### src/sv/s3tc_pkg.sv
package s3tc_pkg;

   localparam int COLOR_W         = 64;
   localparam int ALPHA_W         = 64;
   localparam int REQ_TDATA_W     = COLOR_W + ALPHA_W;
   localparam int CHAN_W          = 8;
   localparam int POS_W           = 4;
   localparam int POS_LSB         = 4 * CHAN_W;
   localparam int RSP_FIELDS_W    = POS_LSB + POS_W;
   localparam int RSP_TDATA_W     = ((RSP_FIELDS_W + 7) / 8) * 8;
   localparam int FMT_W           = 2;
   localparam int QUEUE_DEPTH_DEF = 2;

   localparam logic [10:0] CHAN_MAX = 11'd255;
   localparam logic [21:0] RECIP3   = 22'd683;
   localparam logic [21:0] RECIP5   = 22'd1639;
   localparam logic [21:0] RECIP7   = 22'd2341;

   typedef enum logic [FMT_W-1:0] {
      FMT_BC1 = 2'd0,
      FMT_BC2 = 2'd1,
      FMT_BC3 = 2'd2
   } fmt_type;

   typedef enum logic [2:0] {
      DIV_1,
      DIV_2,
      DIV_3,
      DIV_5,
      DIV_7
   } div_type;

   typedef struct packed {
      logic [COLOR_W-1:0] color_half;
      logic [ALPHA_W-1:0] alpha_half;
      fmt_type            fmt;
      logic               three_colour;
      logic               six_level;
   } blk_type;

   typedef struct packed {
      logic [CHAN_W-1:0] red;
      logic [CHAN_W-1:0] green;
      logic [CHAN_W-1:0] blue;
   } rgb_type;

   function automatic rgb_type expand565(input logic [15:0] v);
      rgb_type c;
      c.red   = {v[15:11], v[15:13]};
      c.green = {v[10:5], v[10:9]};
      c.blue  = {v[4:0], v[4:2]};
      return c;
   endfunction

   // truncating divide of a palette sum by a small constant
   function automatic logic [CHAN_W-1:0] div_const(input logic [10:0] num,
                                                   input div_type    kind);
      logic [21:0] prod3;
      logic [21:0] prod5;
      logic [21:0] prod7;
      logic [CHAN_W-1:0] q;
      prod3 = 22'(num) * RECIP3;
      prod5 = 22'(num) * RECIP5;
      prod7 = 22'(num) * RECIP7;
      case (kind)
         DIV_1:   q = num[7:0];
         DIV_2:   q = num[8:1];
         DIV_3:   q = prod3[18:11];
         DIV_5:   q = prod5[20:13];
         DIV_7:   q = prod7[21:14];
         default: q = num[7:0];
      endcase
      return q;
   endfunction

endpackage

### src/sv/s3tc_front.sv
module s3tc_front (
   input  logic                               clock,
   input  logic                               reset,
   input  logic                               req_tvalid,
   output logic                               req_tready,
   input  logic [s3tc_pkg::REQ_TDATA_W-1:0]   req_tdata,
   input  logic                               csr_wen,
   input  logic [s3tc_pkg::FMT_W-1:0]         csr_wdata,
   output logic                               push_valid,
   output s3tc_pkg::blk_type                  push_item,
   input  logic                               push_ready
);
   import s3tc_pkg::*;

   fmt_type fmt_ff, fmt_in;
   logic    valid_ff, valid_in;
   blk_type item_ff, item_in;
   logic    accept;

   assign req_tready = !valid_ff || push_ready;
   assign accept     = req_tvalid && req_tready;
   assign push_valid = valid_ff;
   assign push_item  = item_ff;

   always_comb begin
      fmt_in = fmt_ff;
      if (csr_wen) begin
         case (csr_wdata)
            2'd0:    fmt_in = FMT_BC1;
            2'd1:    fmt_in = FMT_BC2;
            default: fmt_in = FMT_BC3;
         endcase
      end
   end

   // classify the block against the current format
   always_comb begin
      item_in.color_half   = req_tdata[COLOR_W-1:0];
      item_in.alpha_half   = req_tdata[REQ_TDATA_W-1:COLOR_W];
      item_in.fmt          = fmt_ff;
      item_in.three_colour = (fmt_ff == FMT_BC1) &&
                             (req_tdata[15:0] <= req_tdata[31:16]);
      item_in.six_level    = req_tdata[COLOR_W+7:COLOR_W] <=
                             req_tdata[COLOR_W+15:COLOR_W+8];
      valid_in = accept || (valid_ff && !push_ready);
   end

   always_ff @(posedge clock) begin
      if (reset) begin
         fmt_ff   <= FMT_BC1;
         valid_ff <= 1'b0;
      end else begin
         fmt_ff   <= fmt_in;
         valid_ff <= valid_in;
      end
   end

   always_ff @(posedge clock) begin
      if (accept) begin
         item_ff <= item_in;
      end
   end

endmodule

### src/sv/s3tc_queue.sv
module s3tc_queue #(
   parameter int Depth = s3tc_pkg::QUEUE_DEPTH_DEF
) (
   input  logic              clock,
   input  logic              reset,
   input  logic              push_valid,
   output logic              push_ready,
   input  s3tc_pkg::blk_type push_item,
   output logic              pop_valid,
   input  logic              pop,
   output s3tc_pkg::blk_type pop_item
);
   import s3tc_pkg::*;

   localparam int PtrW = (Depth > 1) ? $clog2(Depth) : 1;
   localparam int CntW = $clog2(Depth + 1);

   blk_type         mem_ff [Depth];
   logic [PtrW-1:0] wr_ptr_ff, wr_ptr_in;
   logic [PtrW-1:0] rd_ptr_ff, rd_ptr_in;
   logic [CntW-1:0] count_ff, count_in;
   logic            do_push, do_pop;

   assign push_ready = count_ff != CntW'(Depth);
   assign pop_valid  = count_ff != '0;
   assign pop_item   = mem_ff[rd_ptr_ff];
   assign do_push    = push_valid && push_ready;
   assign do_pop     = pop && pop_valid;

   always_comb begin
      wr_ptr_in = wr_ptr_ff;
      rd_ptr_in = rd_ptr_ff;
      count_in  = count_ff;
      if (do_push) begin
         wr_ptr_in = (wr_ptr_ff == PtrW'(Depth - 1)) ? '0 : wr_ptr_ff + 1'b1;
      end
      if (do_pop) begin
         rd_ptr_in = (rd_ptr_ff == PtrW'(Depth - 1)) ? '0 : rd_ptr_ff + 1'b1;
      end
      if (do_push && !do_pop) begin
         count_in = count_ff + 1'b1;
      end else if (do_pop && !do_push) begin
         count_in = count_ff - 1'b1;
      end
   end

   always_ff @(posedge clock) begin
      if (reset) begin
         wr_ptr_ff <= '0;
         rd_ptr_ff <= '0;
         count_ff  <= '0;
      end else begin
         wr_ptr_ff <= wr_ptr_in;
         rd_ptr_ff <= rd_ptr_in;
         count_ff  <= count_in;
      end
   end

   always_ff @(posedge clock) begin
      if (do_push) begin
         mem_ff[wr_ptr_ff] <= push_item;
      end
   end

endmodule

### src/sv/s3tc_back.sv
module s3tc_back (
   input  logic                               clock,
   input  logic                               reset,
   input  logic                               pop_valid,
   output logic                               pop,
   input  s3tc_pkg::blk_type                  pop_item,
   output logic                               rsp_tvalid,
   input  logic                               rsp_tready,
   output logic [s3tc_pkg::RSP_TDATA_W-1:0]   rsp_tdata,
   output logic                               rsp_tlast
);
   import s3tc_pkg::*;

   logic [POS_W-1:0]       cnt_ff, cnt_in;
   logic                   advance;

   logic [2:0][CHAN_W-1:0] e0, e1;
   logic [1:0]             ci;
   logic [3:0]             a4;
   logic [2:0]             a3;
   logic [2:0]             w;
   logic [CHAN_W-1:0]      a0, a1;
   logic [2:0][9:0]        col_num;
   div_type                col_div;
   logic [10:0]            alp_num;
   div_type                alp_div;

   logic                   s1_valid_ff;
   logic [POS_W-1:0]       s1_pos_ff;
   logic [2:0][9:0]        s1_col_num_ff;
   div_type                s1_col_div_ff;
   logic [10:0]            s1_alp_num_ff;
   div_type                s1_alp_div_ff;

   logic                   out_valid_ff;
   logic [POS_W-1:0]       out_pos_ff;
   logic [2:0][CHAN_W-1:0] out_col_ff;
   logic [CHAN_W-1:0]      out_alp_ff;

   assign advance = !out_valid_ff || rsp_tready;
   assign pop     = advance && pop_valid && (cnt_ff == '1);
   assign cnt_in  = (advance && pop_valid) ? cnt_ff + 1'b1 : cnt_ff;

   // palette entry for the current texel, ahead of the divide
   always_comb begin
      e0 = expand565(pop_item.color_half[15:0]);
      e1 = expand565(pop_item.color_half[31:16]);
      ci = 2'(pop_item.color_half[63:32] >> {cnt_ff, 1'b0});
      a4 = 4'(pop_item.alpha_half >> {cnt_ff, 2'b00});
      a3 = 3'(pop_item.alpha_half[63:16] >> ({2'b00, cnt_ff} + {1'b0, cnt_ff, 1'b0}));
      w  = 3'(a3 - 3'd1);
      a0 = pop_item.alpha_half[7:0];
      a1 = pop_item.alpha_half[15:8];

      col_div = DIV_1;
      if (ci == 2'd2) begin
         col_div = pop_item.three_colour ? DIV_2 : DIV_3;
      end else if (ci == 2'd3 && !pop_item.three_colour) begin
         col_div = DIV_3;
      end
      for (int k = 0; k < 3; k++) begin
         case (ci)
            2'd0: col_num[k] = 10'(e0[k]);
            2'd1: col_num[k] = 10'(e1[k]);
            2'd2: col_num[k] = pop_item.three_colour ? 10'(e0[k]) + 10'(e1[k])
                                                     : {1'b0, e0[k], 1'b0} + 10'(e1[k]);
            2'd3: col_num[k] = pop_item.three_colour ? 10'd0
                                                     : 10'(e0[k]) + {1'b0, e1[k], 1'b0};
            default: col_num[k] = 10'd0;
         endcase
      end

      alp_div = DIV_1;
      case (pop_item.fmt)
         FMT_BC1: begin
            alp_num = (pop_item.three_colour && ci == 2'd3) ? 11'd0 : CHAN_MAX;
         end
         FMT_BC2: begin
            alp_num = 11'({a4, a4});
         end
         default: begin
            if (a3 == 3'd0) begin
               alp_num = 11'(a0);
            end else if (a3 == 3'd1) begin
               alp_num = 11'(a1);
            end else if (!pop_item.six_level) begin
               alp_num = 11'(a0) * 11'(3'(3'd7 - w)) + 11'(a1) * 11'(w);
               alp_div = DIV_7;
            end else if (a3 == 3'd6) begin
               alp_num = 11'd0;
            end else if (a3 == 3'd7) begin
               alp_num = CHAN_MAX;
            end else begin
               alp_num = 11'(a0) * 11'(3'(3'd5 - w)) + 11'(a1) * 11'(w);
               alp_div = DIV_5;
            end
         end
      endcase
   end

   always_ff @(posedge clock) begin
      if (reset) begin
         cnt_ff       <= '0;
         s1_valid_ff  <= 1'b0;
         out_valid_ff <= 1'b0;
      end else begin
         cnt_ff <= cnt_in;
         if (advance) begin
            s1_valid_ff  <= pop_valid;
            out_valid_ff <= s1_valid_ff;
         end
      end
   end

   always_ff @(posedge clock) begin
      if (advance) begin
         s1_pos_ff     <= cnt_ff;
         s1_col_num_ff <= col_num;
         s1_col_div_ff <= col_div;
         s1_alp_num_ff <= alp_num;
         s1_alp_div_ff <= alp_div;
         out_pos_ff    <= s1_pos_ff;
         out_alp_ff    <= div_const(s1_alp_num_ff, s1_alp_div_ff);
         for (int k = 0; k < 3; k++) begin
            out_col_ff[k] <= div_const(11'(s1_col_num_ff[k]), s1_col_div_ff);
         end
      end
   end

   assign rsp_tvalid = out_valid_ff;
   assign rsp_tlast  = out_pos_ff == '1;
   assign rsp_tdata  = {(RSP_TDATA_W - RSP_FIELDS_W)'(0), out_pos_ff, out_alp_ff,
                        out_col_ff[0], out_col_ff[1], out_col_ff[2]};

endmodule

### src/sv/s3tc_block_decoder.sv
// S3TC block decoder. Each beat in carries one 4x4 block (colour half in the
// low 64 bits, alpha half in the high 64) and yields sixteen RGBA8 texel beats
// in row-major order, the sixteenth marked by rsp_tlast. The format register
// (0 BC1, 1 BC2, 2 or 3 BC3) is sampled when a block is taken and may be
// written only while the decoder is idle. Texels leave at one per cycle while
// rsp_tready is held high; the texel counter of the back end, which walks one
// palette lookup and divide per cycle, sets that rate. A new block can be taken
// while the previous one is still being emitted, through a front register and
// a QueueDepth-entry queue. Each texel then passes the s1 and output registers
// of the back end before it leaves.
module s3tc_block_decoder #(
   parameter int QueueDepth = s3tc_pkg::QUEUE_DEPTH_DEF
) (
   input  logic                               clock,
   input  logic                               reset,
   input  logic                               req_tvalid,
   output logic                               req_tready,
   input  logic [s3tc_pkg::REQ_TDATA_W-1:0]   req_tdata,  // color_half, alpha_half
   output logic                               rsp_tvalid,
   input  logic                               rsp_tready,
   output logic [s3tc_pkg::RSP_TDATA_W-1:0]   rsp_tdata,  // red, green, blue, alpha,
                                                          // texel_position, zero pad
   output logic                               rsp_tlast,
   input  logic                               csr_wen,
   input  logic [s3tc_pkg::FMT_W-1:0]         csr_wdata
);
   import s3tc_pkg::*;

   logic    push_valid, push_ready;
   blk_type push_item;
   logic    pop_valid, pop;
   blk_type pop_item;

   s3tc_front u_front (
      .clock      (clock),
      .reset      (reset),
      .req_tvalid (req_tvalid),
      .req_tready (req_tready),
      .req_tdata  (req_tdata),
      .csr_wen    (csr_wen),
      .csr_wdata  (csr_wdata),
      .push_valid (push_valid),
      .push_item  (push_item),
      .push_ready (push_ready)
   );

   s3tc_queue #(
      .Depth (QueueDepth)
   ) u_queue (
      .clock      (clock),
      .reset      (reset),
      .push_valid (push_valid),
      .push_ready (push_ready),
      .push_item  (push_item),
      .pop_valid  (pop_valid),
      .pop        (pop),
      .pop_item   (pop_item)
   );

   s3tc_back u_back (
      .clock      (clock),
      .reset      (reset),
      .pop_valid  (pop_valid),
      .pop        (pop),
      .pop_item   (pop_item),
      .rsp_tvalid (rsp_tvalid),
      .rsp_tready (rsp_tready),
      .rsp_tdata  (rsp_tdata),
      .rsp_tlast  (rsp_tlast)
   );

endmodule

### config.mk
export PLATFORM = sky130hd
export DESIGN_NAME = s3tc_block_decoder
export DESIGN_NICKNAME = d
export VERILOG_FILES = /design/src/sv/s3tc_pkg.sv /design/src/sv/s3tc_front.sv /design/src/sv/s3tc_queue.sv /design/src/sv/s3tc_back.sv /design/src/sv/s3tc_block_decoder.sv
export SDC_FILE = /design/constraint.sdc
export NUM_CORES = 2
export LEC_CHECK = 0
export BUFFER_PORTS_ARGS = -buffer_cell sky130_fd_sc_hd__buf_2
export CORE_UTILIZATION = 69
export CTS_CLUSTER_DIAMETER = 100
export CTS_CLUSTER_SIZE = 20
export DETAILED_ROUTE_END_ITERATION = 10
export GPL_ROUTABILITY_DRIVEN = 0
export PLACE_DENSITY = 0.93
export SYNTH_ARGS = -nofsm -noshare
export SYNTH_HDL_FRONTEND = slang
export SYNTH_SLANG_ARGS = --single-unit
### constraint.sdc
create_clock -name clock -period 21.4 [get_ports clock]
set_input_delay 4.28 -clock clock [delete_from_list [all_inputs] [get_ports clock]]
set_output_delay 4.28 -clock clock [all_outputs]
set_load 0.005 [all_outputs]
# Word level (Yosys, flattened, before mapping)
# Memory sizes are Yosys's and may differ from the RTL's. A register that Yosys moved wholly into a read port is not among the register bits.
# Cells that the tools add are included.
totals:
  ff_bits: 232
  latch_bits: 0
  mem_bits_rw: 264
  romBits: 0
  inputBits: 135
  output_inout_bits: 43
  wordCells: 151
  mem_count: 1
mem_list:
  columns: ["name", "depth", "width", "rd", "rd_clocked_by_memory_dff", "write_ports", "line_no", "rtl"]
  rows:
  - ["u_queue.mem_ff", 2, 132, 1, 1, 1, "s3tc_queue.sv:18", "blk_type mem_ff [Depth];"]
classes:
  add_sub_neg: 20
  multipliers: 15
  div_mod_pow: 0
  order_cmp: 2
  eq_ne: 19
  n_shift: 3
  mux: 35
  n_bitwise: 1
  reduce_logical: 29
ops:
  columns: ["cell", "n"]
  rows:
  - ["$pmux W8 S4", 4]
  - ["$pmux W10 S4", 3]
  - ["$mul A10 B12 Y22 const B", 3]
  - ["$shr A64 B6 Y4", 1]
  - ["$mul A10 B11 Y21 const B", 3]
  - ["$mux W10", 6]
  - ["$mul A10 B10 Y19 const B", 3]
  - ["$mux W11", 5]
  - ["$shr A48 B6 Y3", 1]
  - ["$mul A8 B3 Y11", 3]
  - ["$shr A32 B5 Y2", 1]
  - ["$add A8 B9 Y10", 3]
  - ["$add A9 B8 Y10", 3]
  - ["$add A8 B8 Y9", 3]
  - ["$add A11 B11 Y11", 2]
  - ["$mul A11 B12 Y22 const B", 1]
  - ["$pmux W11 S2", 1]
  - ["$mul A11 B11 Y21 const B", 1]
  - ["$mul A11 B10 Y19 const B", 1]
  - ["$le A16 B16 Y1", 1]
  - ["$eq A3 B2 Y1 const B", 4]
  - ["$eq A3 B3 Y1 const B", 4]
  - ["$logic_and A1 B1 Y1", 11]
  - ["$mux W2", 5]
  - ["25 further kinds", 51]

# Longest topological paths before layout
depth:
  ltp_word: 12
  mapped_depth: 35
  depth_no_buf: 31

# By module
# A second synthesis with hierarchy kept.
hier_totals:
  cells_unflattened: 3226
  hier_area_um2: 39938.3
modules_own_cells:
  columns: ["module", "instances", "cells_each", "area_per_inst_um2", "seq_area_each_um2"]
  rows:
  - ["s3tc_back", 1, 2563, 25166.6, 2672.6]
  - ["s3tc_queue", 1, 435, 10078.4, 8027.7]
  - ["s3tc_front", 1, 228, 4693.3, 4023.9]

# Least setup slack after synthesis
# OpenSTA, ideal clock, no wires.
synth_timing:
  kind: "flip-flop to flip-flop"
  start: "reg u_back.cnt_ff[1]"
  end: "reg u_back.s1_alp_num_ff[10] (data pin)"
  setup_ns: 0.207
  t_arrival_ns: 8.135
  required_ns: 21.193
  slack_ns: 13.057
  path_stages_with_launch: 34
  n_path_buf: 3
  synth_period_minus_slack_ns: 8.343
  cell_sequence: "dfxtp_1 -> clkbuf_1 -> clkinv_1 -> buf_1 -> fa_1 -> clkbuf_1 -> mux4_2 -> inv_1 -> o21ai_0 -> nand2_1 -> o21ai_0 -> mux4_2 -> o21ai_0 -> ha_1 -> xor2_1 -> nand2_1 -> fa_1 -> inv_1 -> ha_1 -> a21o_1 -> a21oi_1 -> o21ai_0 -> a21oi_1 -> o21bai_1 -> a21oi_1 -> xor2_1 -> inv_1 -> fa_1 -> ha_1 -> a21o_1 -> a31oi_1 -> xnor2_1 -> nand2_1 -> a2111oi_0"
synth_via:
  elab_chain_cells: 12
  word_cells_on_any_way: 20
  classes_between: "add/sub (6); mul (3); eq/ne (3); shift (1); mux (6); reduce/logical (1)"
synth_rtl:
  columns: ["element", "line_no", "rtl"]
  rows:
  - ["from (decl)", "s3tc_back.sv:14", "logic [POS_W-1:0] cnt_ff, cnt_in;"]
  - ["from (signal assigned)", "s3tc_back.sv:107", "cnt_ff <= cnt_in;"]
  - ["$add A4 B5 Y6 (*)", "s3tc_back.sv:50", "a3 = 3'(pop_item.alpha_half[63:16] >> ({2'b00, cnt_ff} + {1'b0, cnt_ff, 1'b0}));"]
  - ["$shr A48 B6 Y3 (*)", "s3tc_back.sv:50", null]
  - ["$sub A3 B1 Y3", "s3tc_back.sv:51", "w = 3'(a3 - 3'd1);"]
  - ["$sub A3 B3 Y3", "s3tc_back.sv:94", "alp_num = 11'(a0) * 11'(3'(3'd5 - w)) + 11'(a1) * 11'(w);"]
  - ["$mul A8 B3 Y11", "s3tc_back.sv:94", null]
  - ["$add A11 B11 Y11", "s3tc_back.sv:94", null]
  - ["$mux W11", "s3tc_back.sv:91", "end else if (a3 == 3'd7) begin"]
  - ["$mux W11", "s3tc_back.sv:89", "end else if (a3 == 3'd6) begin"]
  - ["$mux W11", "s3tc_back.sv:86", "end else if (!pop_item.six_level) begin"]
  - ["$mux W11", "s3tc_back.sv:84", "end else if (a3 == 3'd1) begin"]
  - ["$mux W11 (*)", "s3tc_back.sv:82", "if (a3 == 3'd0) begin"]
  - ["$pmux W11 S2 (*)", "s3tc_back.sv:74", "case (pop_item.fmt)"]
  - ["via u_back.alp_num[10]", "s3tc_back.sv:25", "logic [10:0] alp_num;"]
  - ["to (signal assigned)", "s3tc_back.sv:120", "s1_alp_num_ff <= alp_num;"]
  - ["to (decl)", "s3tc_back.sv:32", "logic [10:0] s1_alp_num_ff;"]
# Mark *: on every way through the listed nets, which the timed path passes. The rest lies on a longest branch.
# A chain may end at the register's enable or synchronous reset.

# Final worst setup path
# Same ends and word-level chain as after synthesis.

==> metrics.csv <==
metric,value,unit
die area,58300,µm²
cts hold-fix bufs,0,
CTS root buf,clkbuf_16,
RR Endpoint,u_back.s1_alp_num_ff[10],
ys flop type,edfxtp_1,
"Async S/R FF share, synth",0,
Hold Path Stages,0,
port bufs,173,
sequential share of the synthesized area,0.3722,
Hold Worst Slack,0.4346,ns
Required @ worst endpoint,21.79,ns
top post-synthesis cells by count,"592 x ha_1, 499 x inv_1, 481 x edfxtp_1",
largest family of logic cells by synthesized area,adder cells,
drt total wl,92.74,mm
post-layout util,0.7487,
Yosys top cell area share,0.3651,
antenna violations before repair,1,
crit path capture type,flop,
hold_sp,u_front.push_item[77],
mean instance size in the synthesized netlist,12.51,µm²
vias in the first global route,27569,
outcome,completed,
vias per cell,6.473,
grt ovf,0,
reg2reg start,u_back.cnt_ff[1],
DRT iter0 DRCs,2926,
clk_lat worst skew,0.60,ns
most frequent cell after synthesis,ha_1,
Syn-to-layout area delta,6.920,%
Post-CTS Resized,0,
cell taking the most area after synthesis,edfxtp_1,
Post-DP HPWL,69.12,mm
synth top area cells,"edfxtp_1 37%, ha_1 19%, fa_1 12%",
number of synthesized flops with an enable pin,481,
layout cells sized above 1,0.1313,
synthesized area,39560,µm²
H-tree Lvls,2,
gate count after technology mapping,3162,
TritonCTS clock tree,built,
Worst Tran Pin Value,1.236,ns
Hold EP,u_queue.mem_ff[1][77],
slew margin rel.,0.1735,
core box area,56500,µm²
Final setup viols,0,
Ports,178,
DR WL/cell,22.61,µm
setup_tns,0,ns
Crit Path Max Fanout,20,
first-pass GRT wire length,145.9,mm
post-layout minimum cycle time,10.23,ns
multiplexer share of the synthesized area,0.09624,
width of the die,241.5,µm
Tcrit/Tclk final,0.4779,
Synth Warn #,0,
skew final,0.03431,ns
DRC,0,
final net count,4291,
total iterations of the first detailed-routing run,6,
antenna-violating nets left,0,
via count,26546,
Tightest Hold Check Type,reg2reg,
CTS Sinks,495,
Synth cell types,84,
row cnt,87,
Final Hold Vio Count,0,
pin count of the biggest net entering global routing,112,
fmax,97.77,MHz
R2R depth,27,
"flops & latches, synth",495,
CP Class,reg2reg,
R2R Setup Slk,11.17,ns
Worst Path Arrival,10.62,ns
max_cap viols,0,
Final Slew Violations,0,
xor/xnor share of the synthesized area,0.03634,
Clock transition at path regs,0.09,ns
Global Route Usage Sum,0.3271,
Critical Path Start Type,flop,
Compound-Gate Fraction of Synth Area,0.07657,
RSZ-0062 raised after global routing,no,
number of CTS-inserted buffers,34,
Die Span Y,241.5,µm
Simple-Gate Fraction of Synth Area,0.05003,
Synth Area in Adders,0.3117,
# Post-CTS Setup Buffers,0,
Fill cells,3202,
initial core utilization,0.7003,
CTS Buffer Depth,3,
[sequential cells by signal (all words and copies together), names as in the netlist, 2 cells and up, named ones only]
signal                cells
u_back.cnt_ff             4
u_back.out_alp_ff         8
u_back.out_pos_ff         4
u_back.rsp_tdata         24
u_back.s1_alp_div_ff      2
u_back.s1_alp_num_ff     11
u_back.s1_col_div_ff      2
u_back.s1_col_num_ff     30
u_back.s1_pos_ff          4
u_front.fmt_ff            2
u_front.push_item       132
u_queue.count_ff          2
u_queue.mem_ff          264
[area by class of cell]
class / instances / area [µm²] / area share
clock inverter: 10 / 158.9 / 0.003756
multi-input combinational: 2097 / 22650 / 0.5354
sequential: 495 / 14730 / 0.3483
antenna: 1 / 2.502 / 0.00005916
clock buffer: 52 / 939.7 / 0.02221
inverter: 503 / 1891 / 0.04469
timing repair buffer: 187 / 983.4 / 0.02325
tap: 756 / 945.9 / 0.02236
[worst max-delay path, stage by stage, from the launching register on]
cell and delay, ns:
dfxtp_1 0.66, clkinv_1 0.73, fa_1 1.39, inv_2 0.33, mux4_2 0.61, mux4_2 0.51, o21ai_0 0.55, ha_1 0.40
xor2_1 0.53, nand2_1 0.20, fa_1 0.63, inv_1 0.06, ha_1 0.29, a21o_1 0.18, a21oi_1 0.20, o21ai_0 0.11
a21oi_1 0.23, o21bai_1 0.11, a21oi_1 0.19, xor2_1 0.27, inv_1 0.09, fa_1 0.45, ha_1 0.36, a21o_1 0.19
a31oi_1 0.19, xnor2_1 0.15, nand2_1 0.06, a2111oi_0 0.34
[stage by stage]
stage / area (µm²) / worst slack (ns) / std cells
after global routing: 42300 / 10.51 / 4100
after CTS: 42300 / 11.34 / 4100
after floorplan: 39580 / 13.06 / 3167
after global placement: 41200 / 11.99 / 4038
after detailed placement: 41200 / 11.45 / 4038
final: 42300 / 11.17 / 4101
[how the worst max path moves through the flow]
stage	start	to	slack, ns	depth (start not counted)
6_report	u_back.cnt_ff[1]	u_back.s1_alp_num_ff[10]	11.17	27
3_3_place_gp	u_back.cnt_ff[1]	u_back.s1_alp_num_ff[10]	11.99	27
4_1_cts	u_back.cnt_ff[1]	u_back.s1_alp_num_ff[10]	11.34	27
2_1_floorplan	u_back.cnt_ff[1]	u_back.s1_alp_num_ff[10]	13.06	33
5_1_grt	u_back.cnt_ff[1]	u_back.s1_alp_num_ff[10]	10.51	27
3_5_place_dp	u_back.cnt_ff[1]	u_back.s1_alp_num_ff[10]	11.45	27
[cells in the final DEF, fill, tap and decap left out, types with 77 or more instances in the layout]
cell      Yosys  layout
ha_1        592     592
inv_1       499     498
edfxtp_1    481     481
fa_1        246     246
buf_2        25     173
nor2_1      133     132
a21oi_1     131     131
mux4_2      128     128
nand2_1     116     116
xnor2_1     107     107
o21ai_0      77      77
[cell families after synthesis]
| kind of cell | after synthesis |
|---|---|
| fa+ha+maj | 838 |
| buf+inv | 575 |
| flops | 495 |
| compound gates | 460 |
| simple gates | 419 |
| mux | 212 |
| xor+xnor | 162 |
| other cells | 1 |
[per-layer routing]
metal / up-vias / share of wire / track usage
met5: - / 0 / 0
met4: 0 / 0.049 / 0.1425
met3: 423 / 0.089 / 0.05481
met2: 1646 / 0.50 / 0.5643
met1: 12831 / 0.36 / 0.4078
li1: 11646 / - / -
Power is not shown: default switching activity piles up to over one toggle a cycle in this logic, so the estimate is an artifact.
